<file path="src/design/mvst_pkg.sv">
// Shared widths, register indexes and reset values of the MPPT tracker.
package mvst_pkg;

	localparam int VOLT_W   = 16;
	localparam int CURR_W   = 16;
	localparam int PWR_W    = 32;
	localparam int CFG_W    = 16;
	localparam int CFG_IDX_W = 2;

	// scaled |dP| (|dP| times 40 at most) and its product with the gain
	localparam int DPM_W    = PWR_W + 6;
	localparam int NUM_W    = DPM_W + CFG_W;
	// |dV| * 2560 fits in 28 bits
	localparam int DEN_W    = VOLT_W + 12;
	// quotient bits kept; anything larger saturates to step_max anyway
	localparam int QUO_W    = CFG_W;
	// signed setpoint sum before clamping
	localparam int SP_W     = VOLT_W + 2;

	localparam logic [PWR_W-1:0] DP_THRESHOLD_UW = PWR_W'(20000);

	localparam logic [CFG_IDX_W-1:0] REG_GAIN_BASE      = 2'd0;
	localparam logic [CFG_IDX_W-1:0] REG_SETPOINT_MAX   = 2'd1;
	localparam logic [CFG_IDX_W-1:0] REG_STEP_MAX       = 2'd2;
	localparam logic [CFG_IDX_W-1:0] REG_SLOPE_RES      = 2'd3;

	localparam logic [CFG_W-1:0] GAIN_BASE_RST      = 16'd256;
	localparam logic [CFG_W-1:0] SETPOINT_MAX_RST   = 16'd65535;
	localparam logic [CFG_W-1:0] STEP_MAX_RST       = 16'd500;
	localparam logic [CFG_W-1:0] SLOPE_RES_RST      = 16'd10;

endpackage

</file>
<file path="src/design/mvst_ser_mul.sv">
// Bit-serial shift-add unsigned multiplier, one multiplier bit per cycle.
module mvst_ser_mul #(
	parameter int A_W = 16,
	parameter int B_W = 16
) (
	input  logic               clk,
	input  logic               arst_n,
	input  logic               start,
	input  logic [A_W-1:0]     a,
	input  logic [B_W-1:0]     b,
	output logic               done,
	output logic [A_W+B_W-1:0] prod
);

	localparam int P_W   = A_W + B_W;
	localparam int CNT_W = $clog2(B_W + 1);

	logic [A_W-1:0]   a_q;
	logic [P_W-1:0]   prod_q;
	logic [CNT_W-1:0] cnt_q;
	logic             run_q;
	logic             done_q;
	logic [A_W:0]     sum;

	// add the multiplicand into the high half when the low bit is set
	assign sum = {1'b0, prod_q[P_W-1:B_W]} + (prod_q[0] ? {1'b0, a_q} : {(A_W+1){1'b0}});

	always_ff @(posedge clk or negedge arst_n) begin
		if (!arst_n) begin
			run_q  <= 1'b0;
			done_q <= 1'b0;
			cnt_q  <= '0;
		end else begin
			done_q <= !start && run_q && (cnt_q == CNT_W'(1));
			if (start) begin
				run_q <= 1'b1;
				cnt_q <= CNT_W'(B_W);
			end else if (run_q) begin
				cnt_q <= cnt_q - CNT_W'(1);
				if (cnt_q == CNT_W'(1)) begin
					run_q <= 1'b0;
				end
			end
		end
	end

	always_ff @(posedge clk) begin
		if (start) begin
			a_q    <= a;
			prod_q <= {{A_W{1'b0}}, b};
		end else if (run_q) begin
			prod_q <= {sum, prod_q[B_W-1:1]};
		end
	end

	assign done = done_q;
	assign prod = prod_q;

endmodule

</file>
<file path="src/design/mvst_ser_div.sv">
// Restoring divider with a short quotient: one quotient bit per cycle, overflow flag.
module mvst_ser_div #(
	parameter int NUM_W = 54,
	parameter int DEN_W = 28,
	parameter int Q_W   = 16
) (
	input  logic             clk,
	input  logic             arst_n,
	input  logic             start,
	input  logic [NUM_W-1:0] num,
	input  logic [DEN_W-1:0] den,
	output logic             done,
	output logic [Q_W-1:0]   quo,
	output logic             ovf
);

	localparam int HI_W  = NUM_W - Q_W;
	localparam int CNT_W = $clog2(Q_W + 1);

	logic [DEN_W-1:0] rem_q;
	logic [DEN_W-1:0] den_q;
	logic [Q_W-1:0]   low_q;
	logic             ovf_q;
	logic [CNT_W-1:0] cnt_q;
	logic             run_q;
	logic             done_q;
	logic [HI_W-1:0]  num_hi;
	logic [DEN_W:0]   trial;
	logic [DEN_W:0]   diff;

	assign num_hi = num[NUM_W-1:Q_W];
	assign trial  = {rem_q, low_q[Q_W-1]};
	assign diff   = trial - {1'b0, den_q};

	always_ff @(posedge clk or negedge arst_n) begin
		if (!arst_n) begin
			run_q  <= 1'b0;
			done_q <= 1'b0;
			cnt_q  <= '0;
		end else begin
			done_q <= !start && run_q && (cnt_q == CNT_W'(1));
			if (start) begin
				run_q <= 1'b1;
				cnt_q <= CNT_W'(Q_W);
			end else if (run_q) begin
				cnt_q <= cnt_q - CNT_W'(1);
				if (cnt_q == CNT_W'(1)) begin
					run_q <= 1'b0;
				end
			end
		end
	end

	// low_q shifts numerator bits out and quotient bits in
	always_ff @(posedge clk) begin
		if (start) begin
			den_q <= den;
			ovf_q <= (num_hi >= HI_W'(den));
			rem_q <= num_hi[DEN_W-1:0];
			low_q <= num[Q_W-1:0];
		end else if (run_q) begin
			if (!diff[DEN_W]) begin
				rem_q <= diff[DEN_W-1:0];
				low_q <= {low_q[Q_W-2:0], 1'b1};
			end else begin
				rem_q <= trial[DEN_W-1:0];
				low_q <= {low_q[Q_W-2:0], 1'b0};
			end
		end
	end

	assign done = done_q;
	assign quo  = low_q;
	assign ovf  = ovf_q;

endmodule

</file>
<file path="src/design/mppt_variable_step_tracker.sv">
// Top level of the variable-step incremental-conductance MPPT tracker.
//
// One input beat (volt_mv, curr_ma, volt_floor_mv) on in_valid/in_stall gives
// exactly one output beat (setpoint_mv and the recorded peak) on
// out_valid/out_stall. Items are worked one at a time through bit-serial units:
// a shift-add multiplier forms P = V*I (with a second one forming
// resolution*|dV| alongside), a third multiplier forms gain*scaled|dP|, and a
// 16-bit restoring divider forms the step.
// A step is taken on a large power change, through the gain multiplier and
// the divider; the midpoint, peak and unchanged-voltage paths skip both.
// The next beat is taken in the cycle after the result is registered.
// A finished result sits in the output register; while out_stall holds it,
// the block may accept and work the next beat, and waits in its last step
// until the output register frees.
// Reset (arst_n low) clears the tracking state to zero, loads the register
// defaults and leaves both channels empty. Registers are written on cfg_wr_en
// and must only change while the block is idle.
module mppt_variable_step_tracker (
	input  logic                            clk,
	input  logic                            arst_n,
	input  logic                            in_valid,
	output logic                            in_stall,
	input  logic [mvst_pkg::VOLT_W-1:0]     volt_mv,
	input  logic [mvst_pkg::CURR_W-1:0]     curr_ma,
	input  logic [mvst_pkg::VOLT_W-1:0]     volt_floor_mv,
	output logic                            out_valid,
	input  logic                            out_stall,
	output logic [mvst_pkg::VOLT_W-1:0]     setpoint_mv,
	output logic [mvst_pkg::PWR_W-1:0]      peak_power_uw,
	output logic [mvst_pkg::VOLT_W-1:0]     peak_volt_mv,
	output logic [mvst_pkg::CURR_W-1:0]     peak_curr_ma,
	input  logic                            cfg_wr_en,
	input  logic [mvst_pkg::CFG_IDX_W-1:0]  cfg_index,
	input  logic [mvst_pkg::CFG_W-1:0]      cfg_data
);

	import mvst_pkg::*;

	localparam logic [2:0] ST_IDLE   = 3'd0;
	localparam logic [2:0] ST_MUL_P  = 3'd1;
	localparam logic [2:0] ST_DP     = 3'd2;
	localparam logic [2:0] ST_DECIDE = 3'd3;
	localparam logic [2:0] ST_MUL_G  = 3'd4;
	localparam logic [2:0] ST_DIV    = 3'd5;
	localparam logic [2:0] ST_FIN    = 3'd6;

	logic [2:0] state_q;

	// configuration
	logic [CFG_W-1:0] gain_base_q;
	logic [CFG_W-1:0] setpoint_max_q;
	logic [CFG_W-1:0] step_max_q;
	logic [CFG_W-1:0] slope_res_q;

	// tracking state
	logic [VOLT_W-1:0] prev_volt_q;
	logic [CURR_W-1:0] prev_curr_q;
	logic [PWR_W-1:0]  prev_pow_q;
	logic [VOLT_W-1:0] setpoint_q;
	logic [PWR_W-1:0]  best_power_q;
	logic [VOLT_W-1:0] best_volt_q;
	logic [CURR_W-1:0] best_curr_q;

	// per-item working registers
	logic [VOLT_W-1:0] volt_q;
	logic [CURR_W-1:0] curr_q;
	logic [VOLT_W-1:0] floor_q;
	logic              dv_nz_q;
	logic              dv_neg_q;
	logic [VOLT_W-1:0] dv_abs_q;
	logic [PWR_W-1:0]  p_now_q;
	logic [PWR_W-1:0]  r_prod_q;
	logic [PWR_W-1:0]  dp_abs_q;
	logic              dp_neg_q;
	logic [DEN_W-1:0]  den_q;
	logic              step_neg_q;
	logic signed [SP_W-1:0] sp_q;

	// output register
	logic              out_valid_q;
	logic [VOLT_W-1:0] out_sp_q;
	logic [PWR_W-1:0]  out_pwr_q;
	logic [VOLT_W-1:0] out_volt_q;
	logic [CURR_W-1:0] out_curr_q;

	logic in_beat;
	logic out_free;
	logic fin_write;

	assign in_stall  = (state_q != ST_IDLE);
	assign in_beat   = in_valid && !in_stall;
	assign out_free  = !out_valid_q || !out_stall;
	assign fin_write = (state_q == ST_FIN) && out_free;

	// dV straight from the input port so the multipliers start on the accept edge
	logic [VOLT_W:0]   dv_full;
	logic [VOLT_W:0]   dv_mag;
	assign dv_full = {1'b0, volt_mv} - {1'b0, prev_volt_q};
	assign dv_mag  = dv_full[VOLT_W] ? (~dv_full + {{VOLT_W{1'b0}}, 1'b1}) : dv_full;

	// serial units
	logic                     p_done;
	logic [PWR_W-1:0]         p_prod;
	logic                     r_done;
	logic [PWR_W-1:0]         r_prod;
	logic                     g_done;
	logic [NUM_W-1:0]         g_prod;
	logic                     div_done;
	logic [QUO_W-1:0]         div_quo;
	logic                     div_ovf;
	logic [DPM_W-1:0]         dpm;
	logic                     big_dp;

	mvst_ser_mul #(.A_W(VOLT_W), .B_W(CURR_W)) u_mul_p (
		.clk    (clk),
		.arst_n (arst_n),
		.start  (in_beat),
		.a      (volt_mv),
		.b      (curr_ma),
		.done   (p_done),
		.prod   (p_prod)
	);

	// slope resolution times |dV|, for the exact fine-slope test
	mvst_ser_mul #(.A_W(CFG_W), .B_W(VOLT_W)) u_mul_r (
		.clk    (clk),
		.arst_n (arst_n),
		.start  (in_beat),
		.a      (slope_res_q),
		.b      (dv_mag[VOLT_W-1:0]),
		.done   (r_done),
		.prod   (r_prod)
	);

	// step numerator: gain_base * (|dP| * 40, 10 or 4)
	mvst_ser_mul #(.A_W(DPM_W), .B_W(CFG_W)) u_mul_g (
		.clk    (clk),
		.arst_n (arst_n),
		.start  ((state_q == ST_DECIDE) && dv_nz_q && big_dp),
		.a      (dpm),
		.b      (gain_base_q),
		.done   (g_done),
		.prod   (g_prod)
	);

	mvst_ser_div #(.NUM_W(NUM_W), .DEN_W(DEN_W), .Q_W(QUO_W)) u_div (
		.clk    (clk),
		.arst_n (arst_n),
		.start  ((state_q == ST_MUL_G) && g_done),
		.num    (g_prod),
		.den    (den_q),
		.done   (div_done),
		.quo    (div_quo),
		.ovf    (div_ovf)
	);

	// dP from registered powers
	logic [PWR_W:0] dp_full;
	logic [PWR_W:0] dp_mag;
	assign dp_full = {1'b0, p_now_q} - {1'b0, prev_pow_q};
	assign dp_mag  = dp_full[PWR_W] ? (~dp_full + {{PWR_W{1'b0}}, 1'b1}) : dp_full;

	// decision terms
	logic coarse;
	logic pos_slope;
	logic [DPM_W-1:0] dp_ext;
	logic [DPM_W-1:0] dpm_a;
	logic [DPM_W-1:0] dpm_b;

	assign big_dp    = dp_abs_q > DP_THRESHOLD_UW;
	assign coarse    = dp_abs_q > r_prod_q;
	assign pos_slope = (dp_neg_q == dv_neg_q);
	assign dp_ext    = {{(DPM_W-PWR_W){1'b0}}, dp_abs_q};

	// gain multiples in units of 1/2560: 40 = 32 + 8, 10 = 8 + 2, 4
	always_comb begin
		if (coarse && pos_slope) begin
			dpm_a = dp_ext << 5;
			dpm_b = dp_ext << 3;
		end else if (coarse) begin
			dpm_a = dp_ext << 3;
			dpm_b = dp_ext << 1;
		end else begin
			dpm_a = dp_ext << 2;
			dpm_b = '0;
		end
	end
	assign dpm = dpm_a + dpm_b;

	// midpoint of old and new voltage
	logic [VOLT_W:0] mid_sum;
	assign mid_sum = {1'b0, volt_q} + {1'b0, prev_volt_q};

	// step magnitude saturated to step_max, then applied to the setpoint
	logic [CFG_W-1:0]       step_mag;
	logic signed [SP_W-1:0] sp_base;
	logic signed [SP_W-1:0] sp_delta;
	assign step_mag = (div_ovf || (div_quo > step_max_q)) ? step_max_q : div_quo;
	assign sp_base  = $signed({2'b00, setpoint_q});
	assign sp_delta = $signed({2'b00, step_mag});

	// clamp to maximum, then to floor (floor wins)
	logic signed [SP_W-1:0] sp_hi;
	logic signed [SP_W-1:0] sp_fin;
	always_comb begin
		sp_hi = sp_q;
		if (sp_q >= $signed({2'b00, setpoint_max_q})) begin
			sp_hi = $signed({2'b00, setpoint_max_q});
		end
		sp_fin = sp_hi;
		if (sp_hi <= $signed({2'b00, floor_q})) begin
			sp_fin = $signed({2'b00, floor_q});
		end
	end

	// control and tracking state
	always_ff @(posedge clk or negedge arst_n) begin
		if (!arst_n) begin
			state_q        <= ST_IDLE;
			out_valid_q    <= 1'b0;
			gain_base_q    <= GAIN_BASE_RST;
			setpoint_max_q <= SETPOINT_MAX_RST;
			step_max_q     <= STEP_MAX_RST;
			slope_res_q    <= SLOPE_RES_RST;
			prev_volt_q    <= '0;
			prev_curr_q    <= '0;
			prev_pow_q     <= '0;
			setpoint_q     <= '0;
			best_power_q   <= '0;
			best_volt_q    <= '0;
			best_curr_q    <= '0;
		end else begin
			if (cfg_wr_en) begin
				case (cfg_index)
					REG_GAIN_BASE:    gain_base_q    <= cfg_data;
					REG_SETPOINT_MAX: setpoint_max_q <= cfg_data;
					REG_STEP_MAX:     step_max_q     <= cfg_data;
					REG_SLOPE_RES:    slope_res_q    <= cfg_data;
					default: ;
				endcase
			end

			// beat leaves; a new result written this edge keeps it full
			if (out_valid_q && !out_stall && !fin_write) begin
				out_valid_q <= 1'b0;
			end

			case (state_q)
				ST_IDLE: begin
					if (in_beat) begin
						state_q <= ST_MUL_P;
					end
				end
				ST_MUL_P: begin
					if (p_done && r_done) begin
						state_q <= ST_DP;
					end
				end
				ST_DP: begin
					state_q <= ST_DECIDE;
				end
				ST_DECIDE: begin
					if (dv_nz_q && big_dp) begin
						state_q <= ST_MUL_G;
					end else begin
						// small power change or unchanged voltage: record the peak if the voltage moved
						if (dv_nz_q && (p_now_q > best_power_q)) begin
							best_power_q <= p_now_q;
							best_volt_q  <= volt_q;
							best_curr_q  <= curr_q;
						end
						state_q <= ST_FIN;
					end
				end
				ST_MUL_G: begin
					if (g_done) begin
						state_q <= ST_DIV;
					end
				end
				ST_DIV: begin
					if (div_done) begin
						state_q <= ST_FIN;
					end
				end
				ST_FIN: begin
					if (out_free) begin
						out_valid_q <= 1'b1;
						setpoint_q  <= sp_fin[VOLT_W-1:0];
						prev_volt_q <= volt_q;
						prev_curr_q <= curr_q;
						prev_pow_q  <= p_now_q;
						state_q     <= ST_IDLE;
					end
				end
				default: begin
					state_q <= ST_IDLE;
				end
			endcase
		end
	end

	// datapath registers
	always_ff @(posedge clk) begin
		if (in_beat) begin
			volt_q   <= volt_mv;
			curr_q   <= curr_ma;
			floor_q  <= volt_floor_mv;
			dv_nz_q  <= (dv_full != '0);
			dv_neg_q <= dv_full[VOLT_W];
			dv_abs_q <= dv_mag[VOLT_W-1:0];
		end
		if ((state_q == ST_MUL_P) && p_done && r_done) begin
			p_now_q  <= p_prod;
			r_prod_q <= r_prod;
		end
		if (state_q == ST_DP) begin
			dp_abs_q <= dp_mag[PWR_W-1:0];
			dp_neg_q <= dp_full[PWR_W];
		end
		if (state_q == ST_DECIDE) begin
			// |dV| * 2560 = |dV| * 2048 + |dV| * 512
			den_q      <= DEN_W'({dv_abs_q, 11'b0}) + DEN_W'({dv_abs_q, 9'b0});
			step_neg_q <= dp_neg_q ^ dv_neg_q;
			if (!dv_nz_q) begin
				sp_q <= sp_base;
			end else if (!big_dp) begin
				sp_q <= $signed({2'b00, mid_sum[VOLT_W:1]});
			end
		end
		if ((state_q == ST_DIV) && div_done) begin
			sp_q <= step_neg_q ? (sp_base - sp_delta) : (sp_base + sp_delta);
		end
		if (fin_write) begin
			out_sp_q   <= sp_fin[VOLT_W-1:0];
			out_pwr_q  <= best_power_q;
			out_volt_q <= best_volt_q;
			out_curr_q <= best_curr_q;
		end
	end

	assign out_valid     = out_valid_q;
	assign setpoint_mv   = out_sp_q;
	assign peak_power_uw = out_pwr_q;
	assign peak_volt_mv  = out_volt_q;
	assign peak_curr_ma  = out_curr_q;

endmodule
</file>
<file path="config.mk">
export PLATFORM = sky130hd
export DESIGN_NAME = mppt_variable_step_tracker
export DESIGN_NICKNAME = d
export VERILOG_FILES = /design/src/design/mvst_pkg.sv /design/src/design/mvst_ser_mul.sv /design/src/design/mvst_ser_div.sv /design/src/design/mppt_variable_step_tracker.sv
export SDC_FILE = /design/constraint.sdc
export NUM_CORES = 2
export LEC_CHECK = 0
export ABC_AREA = 1
export BUFFER_PORTS_ARGS = -buffer_cell sky130_fd_sc_hd__buf_2
export CAP_MARGIN = 20
export CORE_MARGIN = 5
export CORE_UTILIZATION = 50
export CTS_CLUSTER_DIAMETER = 100
export DETAILED_ROUTE_END_ITERATION = 16
export PLACE_DENSITY = 0.66
export SLEW_MARGIN = 10
export SYNTH_ARGS = -nofsm -noshare
export SYNTH_HDL_FRONTEND = slang
export SYNTH_SLANG_ARGS = --single-unit
</file>
<file path="constraint.sdc">
create_clock -name clk -period 11.36 [get_ports clk]
set_input_delay 0.568 -clock clk [delete_from_list [all_inputs] [get_ports clk]]
set_output_delay 0.568 -clock clk [all_outputs]
set_load 0.005 [all_outputs]
</file>
# --- Word-level counts from Yosys, hierarchy flattened ---
# Index checks and enable logic that the tools add are counted.
op_classes:
  magnitude_cmp: 7
  n_bitwise: 4
  add_sub_neg: 17
  reduce_logical: 48
  eq_ne: 20
  mux: 59
op_table:
  columns: ["cell", "count"]
  rows:
  - ["$mux W16", 13]
  - ["$mux W38", 3]
  - ["$mux W18", 6]
  - ["$mux W28", 3]
  - ["$add A16 B16 Y17", 4]
  - ["$gt A32 B32 Y1", 2]
  - ["$mux W5", 8]
  - ["$add A38 B38 Y39", 1]
  - ["$add A38 B38 Y38", 1]
  - ["$ge A38 B28 Y1", 1]
  - ["$mux W35", 1]
  - ["$sub A16 B16 Y17", 2]
  - ["$mux W33", 1]
  - ["$sub A32 B32 Y33", 1]
  - ["$add A32 B1 Y32 const B", 1]
  - ["$gt A32 B15 Y1 const B", 1]
  - ["$mux W32", 1]
  - ["$not A32 Y32", 1]
  - ["$sub A29 B28 Y29", 1]
  - ["$add A27 B25 Y28", 1]
  - ["$logic_and A1 B1 Y1", 22]
  - ["$pmux W3 S7", 1]
  - ["$eq A5 B1 Y1 const B", 4]
  - ["$sub A5 B1 Y5 const B", 4]
  - ["29 further kinds", 71]
word_totals:
  register_bits: 759
  input_bits: 71
  output_inout_bits: 82

# --- Logic depth before layout (Yosys ltp) ---
logic_depth:
  ltp_word: 8
  mapped_depth: 31
  ltp_nobuf: 30

# --- Cells and area by module ---
# A second synthesis with hierarchy kept.
unflattened:
  cells_unflattened: 6456
  hier_area_um2: 49496.2
by_module_without_submodules:
  columns: ["module", "n_inst", "area_each_um2", "cells_each"]
  rows:
  - ["mppt_variable_step_tracker", 1, 30320.3, 3778]
  - ["mvst_ser_div", 1, 6607.6, 934]
  - ["mvst_ser_mul (u_mul_g)", 1, 6490.0, 950]
  - ["mvst_ser_mul (u_mul_r)", 1, 3041.7, 398]
  - ["mvst_ser_mul (u_mul_p)", 1, 3036.7, 396]

# --- Least setup slack after synthesis ---
# No wires, ideal clock.
synth_timing:
  path_kind: "input to register"
  start: "input port out_stall"
  end: "register out_curr_q[0], in the netlist peak_curr_ma[0], enable pin"
  path_slack_ns: 7.309
  arrival_ns: 3.577
  path_stages: 5
  setup_ns: 0.473
  required_ns: 10.887
  cell_sequence: "nand2_1 -> inv_1 -> nor2_1 -> clkbuf_1 -> clkbuf_1"
synth_via:
  elab_chain_cells: 3
synth_lines:
  columns: ["item", "line_no", "source"]
  rows:
  - ["start: declaration", "mppt_variable_step_tracker.sv:27", "input logic out_stall,"]
  - ["$logic_not A1 Y1", "mppt_variable_step_tracker.sv:92", "assign out_free = !out_valid_q || !out_stall;"]
  - ["$logic_or A1 B1 Y1", "mppt_variable_step_tracker.sv:92", null]
  - ["$logic_and A1 B1 Y1", "mppt_variable_step_tracker.sv:93", "assign fin_write = (state_q == ST_FIN) && out_free;"]
  - ["net fin_write", "mppt_variable_step_tracker.sv:88", "logic fin_write;"]
  - ["end signal: assignment", "mppt_variable_step_tracker.sv:337", "out_curr_q <= best_curr_q;"]
  - ["end: declaration", "mppt_variable_step_tracker.sv:84", "logic [CURR_W-1:0] out_curr_q;"]
# The timed path passes the listed nets, and every way through them passes these cells.
# A chain may end at the register's enable or synchronous reset.

# --- Final worst setup path ---
layout_timing:
  start: "register dp_abs_q[30]"
  end: "register u_mul_g.a_q[30] (data pin)"
layout_via:
  elab_chain_cells: 4
  elab_cells_between_ends: 7
layout_lines:
  columns: ["item", "line_no", "source"]
  rows:
  - ["start: declaration", "mppt_variable_step_tracker.sv:73", "logic [PWR_W-1:0] dp_abs_q;"]
  - ["start signal: assignment", "mppt_variable_step_tracker.sv:317", "dp_abs_q <= dp_mag[PWR_W-1:0];"]
  - ["$gt A32 B32 Y1 (*)", "mppt_variable_step_tracker.sv:171", "assign coarse = dp_abs_q > r_prod_q;"]
  - ["$mux W35 (tied with other cells)", "mppt_variable_step_tracker.sv:180", "end else if (coarse) begin"]
  - ["$mux W38", "mppt_variable_step_tracker.sv:177", "if (coarse && pos_slope) begin"]
  - ["$add A38 B38 Y38 (*)", "mppt_variable_step_tracker.sv:188", "assign dpm = dpm_a + dpm_b;"]
  - ["net dpm[30]", "mppt_variable_step_tracker.sv:111", "logic [DPM_W-1:0] dpm;"]
  - ["end signal: assignment", "mvst_ser_mul.sv:49", "a_q <= a;"]
  - ["end: declaration", "mvst_ser_mul.sv:18", "logic [A_W-1:0] a_q;"]
# The timed path passes the listed nets; every way through them passes the cells marked *.

==> flow_summary.json <==
{
  "antenna_found_initial": 8,
  "setup_tns_ns": 0,
  "area_delta_synth_final_pct": 10.7,
  "cts_resized": 0,
  "fp.dieH_um": 312,
  "cpPeakStageDelay_ns": 0.79,
  "period_share": 0.484,
  "port_buffers": 152,
  "start_kind": "register",
  "vias_per_cell": 5.37,
  "clk_pin_slew_worst_paths_ns": 0.06,
  "synth_top_area_share": 0.294,
  "die_w_um": 312,
  "syn_nets": 6039,
  "critPathBufInv": 4,
  "holdPathEnd": "floor_q[11]",
  "crit_top_cell": "nand2_1",
  "fp.coreArea_um2": 90300,
  "ys.flop_type": "edfxtp_1",
  "clock.fmax_mhz": 182,
  "worstMarginPinSlew_ns": 0.989,
  "dp.cells": 6809,
  "grt_usage": 0.253,
  "critical-path-top-delay-family": "simple AND/OR/NAND/NOR gates",
  "met3WireLength_um": 6640,
  "synth_cell_types": 64,
  "ys_ff_latch": 740,
  "syn_area_um2": 45600,
  "fin_skew_ns": 0.0240,
  "powerDensity_nw_per_um2": 119,
  "multi_input_area_um2": 21600,
  "clock_path_buffers": 3,
  "insertion_delay_ns": 0.66,
  "yosysWarningCount": 0,
  "min_path_cells": 1,
  "numCtsBuffers": 83,
  "critPathArrivalTime_ns": 6.00,
  "pre_cts_slack_ns": 5.84,
  "htreeDepth": 3,
  "yosys.area.top_type": "edfxtp_1",
  "p_leak_nw": 23.6,
  "avgSynthCellArea_um2": 8.16,
  "synthArstFlopShare": 0.303,
  "met1_length_um": 56900,
  "end_kind": "register",
  "dpl.hpwl_um": 97100,
  "hp-class": "input port to register",
  "vias": 37400,
  "slowest_stage": "nor2_1",
  "nNetsFinal": 6176,
  "gp_congestion": 0.953,
  "r2r_start": "dp_abs_q[30]",
  "regToRegSetupSlack_ns": 5.86,
  "rr_endpoint": "u_mul_g.a_q[30]",
  "setup_violations": 0,
  "status": "completed",
  "highest_layer": "met5",
  "layout.cells.most_common_list": "nand2_1 (1615), inv_1 (798), edfxtp_1 (446)",
  "hold_viol": 0,
  "grt_pass1_wl_um": 197000,
  "postCtsSetupRepairBufs": 0,
  "first_pass_iters": 5,
  "overflow": 0,
  "synth_area_leaders": "edfxtp_1 (29%), nand2_1 (13%), dfrtp_1 (11%)",
  "fillers": 8346,
  "vdd_drop_max_mv": 0.147,
  "rsz0062_at_grt": "no",
  "final_common_cell": "nand2_1",
  "worstPathMaxFanout": 14,
  "cp.required_ns": 11.86,
  "slew_violations": 0,
  "root_buffer": "clkbuf_16",
  "row_count": 110,
  "layout.cells.non_filler": 6972,
  "layout_setup_ws_ns": 5.86,
  "io_pins": 153,
  "route.detailed.drc": 0,
  "grt_pass1_vias": 35400,
  "die-area_um2": 97300,
  "seq_area_um2": 20400,
  "grt_max_degree": 151,
  "dr.first_iter.drc_count": 2791,
  "routed_wl_um": 126000,
  "ant_nets": 0,
  "drive_gt1_frac": 0.0753,
  "wire_per_inst_um": 18.1,
  "critPathKind": "register to register",
  "period_needed_ns": 5.50,
  "synth_seq_area_share": 0.448,
  "cts_sinks": 740,
  "largest_reg_flops": 54,
  "cts_tree": "built",
  "syn_inst": 5586,
  "min_from": "volt_floor_mv[11]",
  "synth-edff-count": 446,
  "reg2regPathDepth": 25,
  "slew_headroom": 0.339,
  "met2_wirelength_um": 59200,
  "cap_violations": 0,
  "start_util": 0.505
}
-- stage by stage --
| stage | hold WS [ns] | power (mW) | cell area, um2 | util |
|---|---|---|---|---|
| 2_1_floorplan | 0.272 | 3.16 | 45600 | - |
| 3_3_place_gp | 0.429 | 3.27 | 47500 | 0.526 |
| 3_5_place_dp | 0.430 | 3.27 | 47500 | 0.526 |
| 4_1_cts | 0.0391 | 6.05 | 50400 | 0.558 |
| 5_1_grt | 0.0514 | 6.22 | 50400 | 0.559 |
| 6_report | 0.0792 | 6.01 | 50400 | 0.559 |
-- layer usage --
layer  vias up  track usage
met3       171       0.0362
met4         4       0.0668
met2       866        0.421
met5         -            0
met1     17700        0.350
li1      18700            -
-- worst max path at each step --
| stage | depth (start not counted) | start | end |
|---|---|---|---|
| after detailed placement | 25 | dp_abs_q[30] | u_mul_g.a_q[30] |
| after floorplan | 5 | out_stall | peak_curr_ma[0] |
| after CTS | 25 | dp_abs_q[30] | u_mul_g.a_q[30] |
| after global placement | 25 | dp_abs_q[30] | u_mul_g.a_q[30] |
| after global routing | 24 | dp_abs_q[30] | u_mul_g.a_q[27] |
| final | 25 | dp_abs_q[30] | u_mul_g.a_q[30] |
-- timing repair --
action | CTS | global route
endpoints found under the setup margin | 0 | 0
hold buffers | 1 | 0
endpoints found under the hold margin | 51 | 0
-- cell usage after synthesis, types with 3 or more instances --
| cell type | instances |
|---|---|
| nand4_1 | 64 |
| o21a_1 | 12 |
| a221oi_1 | 7 |
| o21bai_1 | 12 |
| a21boi_0 | 11 |
| nor2_4 | 11 |
| buf_4 | 7 |
| o22ai_1 | 25 |
| a31oi_1 | 25 |
| nor2_1 | 317 |
| o211ai_1 | 46 |
| buf_1 | 8 |
| nand2_2 | 27 |
| nand2_1 | 1618 |
| o2111ai_1 | 4 |
| or2_2 | 3 |
| nand3_1 | 270 |
| nor4_1 | 16 |
| fa_1 | 11 |
| dfstp_2 | 25 |
| o21ai_0 | 399 |
| a211oi_1 | 14 |
| xnor2_1 | 52 |
| dfrtp_1 | 199 |
| ha_1 | 371 |
| buf_2 | 20 |
| dfxtp_1 | 70 |
| a22oi_1 | 8 |
| a21oi_1 | 317 |
| o21ai_1 | 15 |
| o221ai_1 | 10 |
| nand3b_1 | 9 |
| nand3_2 | 8 |
| edfxtp_1 | 446 |
| o31ai_1 | 7 |
| clkbuf_1 | 93 |
| and2_1 | 8 |
| xor2_1 | 100 |
| a21o_1 | 24 |
| inv_1 | 799 |
| nor2_2 | 15 |
| inv_2 | 20 |
| nor3_1 | 36 |
| clkinv_1 | 3 |
-- power by group --
part / internal, mW / switching [mW]
Sequential: 2.88 / 0.0259
Combinational: 0.105 / 0.216
Clock: 1.63 / 1.15
Total: 4.62 / 1.40
-- final cells by class --
class                      instances  share of cell area
clock buffer                     112              0.0460
clock inverter                    43             0.00995
sequential                       740               0.405
multi-input combinational       3895               0.428
inverter                         822              0.0612
tap                             1176              0.0292
timing repair buffer             181              0.0209
antenna                            3            0.000149
-- kinds of logic (layout without fill, tap and decap cells) --
kind of cell | count (synthesis) | after routing | synth area share
xor+xnor | 154 | 154 | 0.0299
compound gates | 944 | 944 | 0.115
other cells | 0 | 3 | 0
flops | 740 | 740 | 0.448
simple gates | 2414 | 2414 | 0.220
mux | 1 | 1 | 0.000220
fa+ha+maj | 382 | 382 | 0.107
buf+inv | 951 | 1158 | 0.0796
No activity file was read; power rests on OpenSTA's default activity.
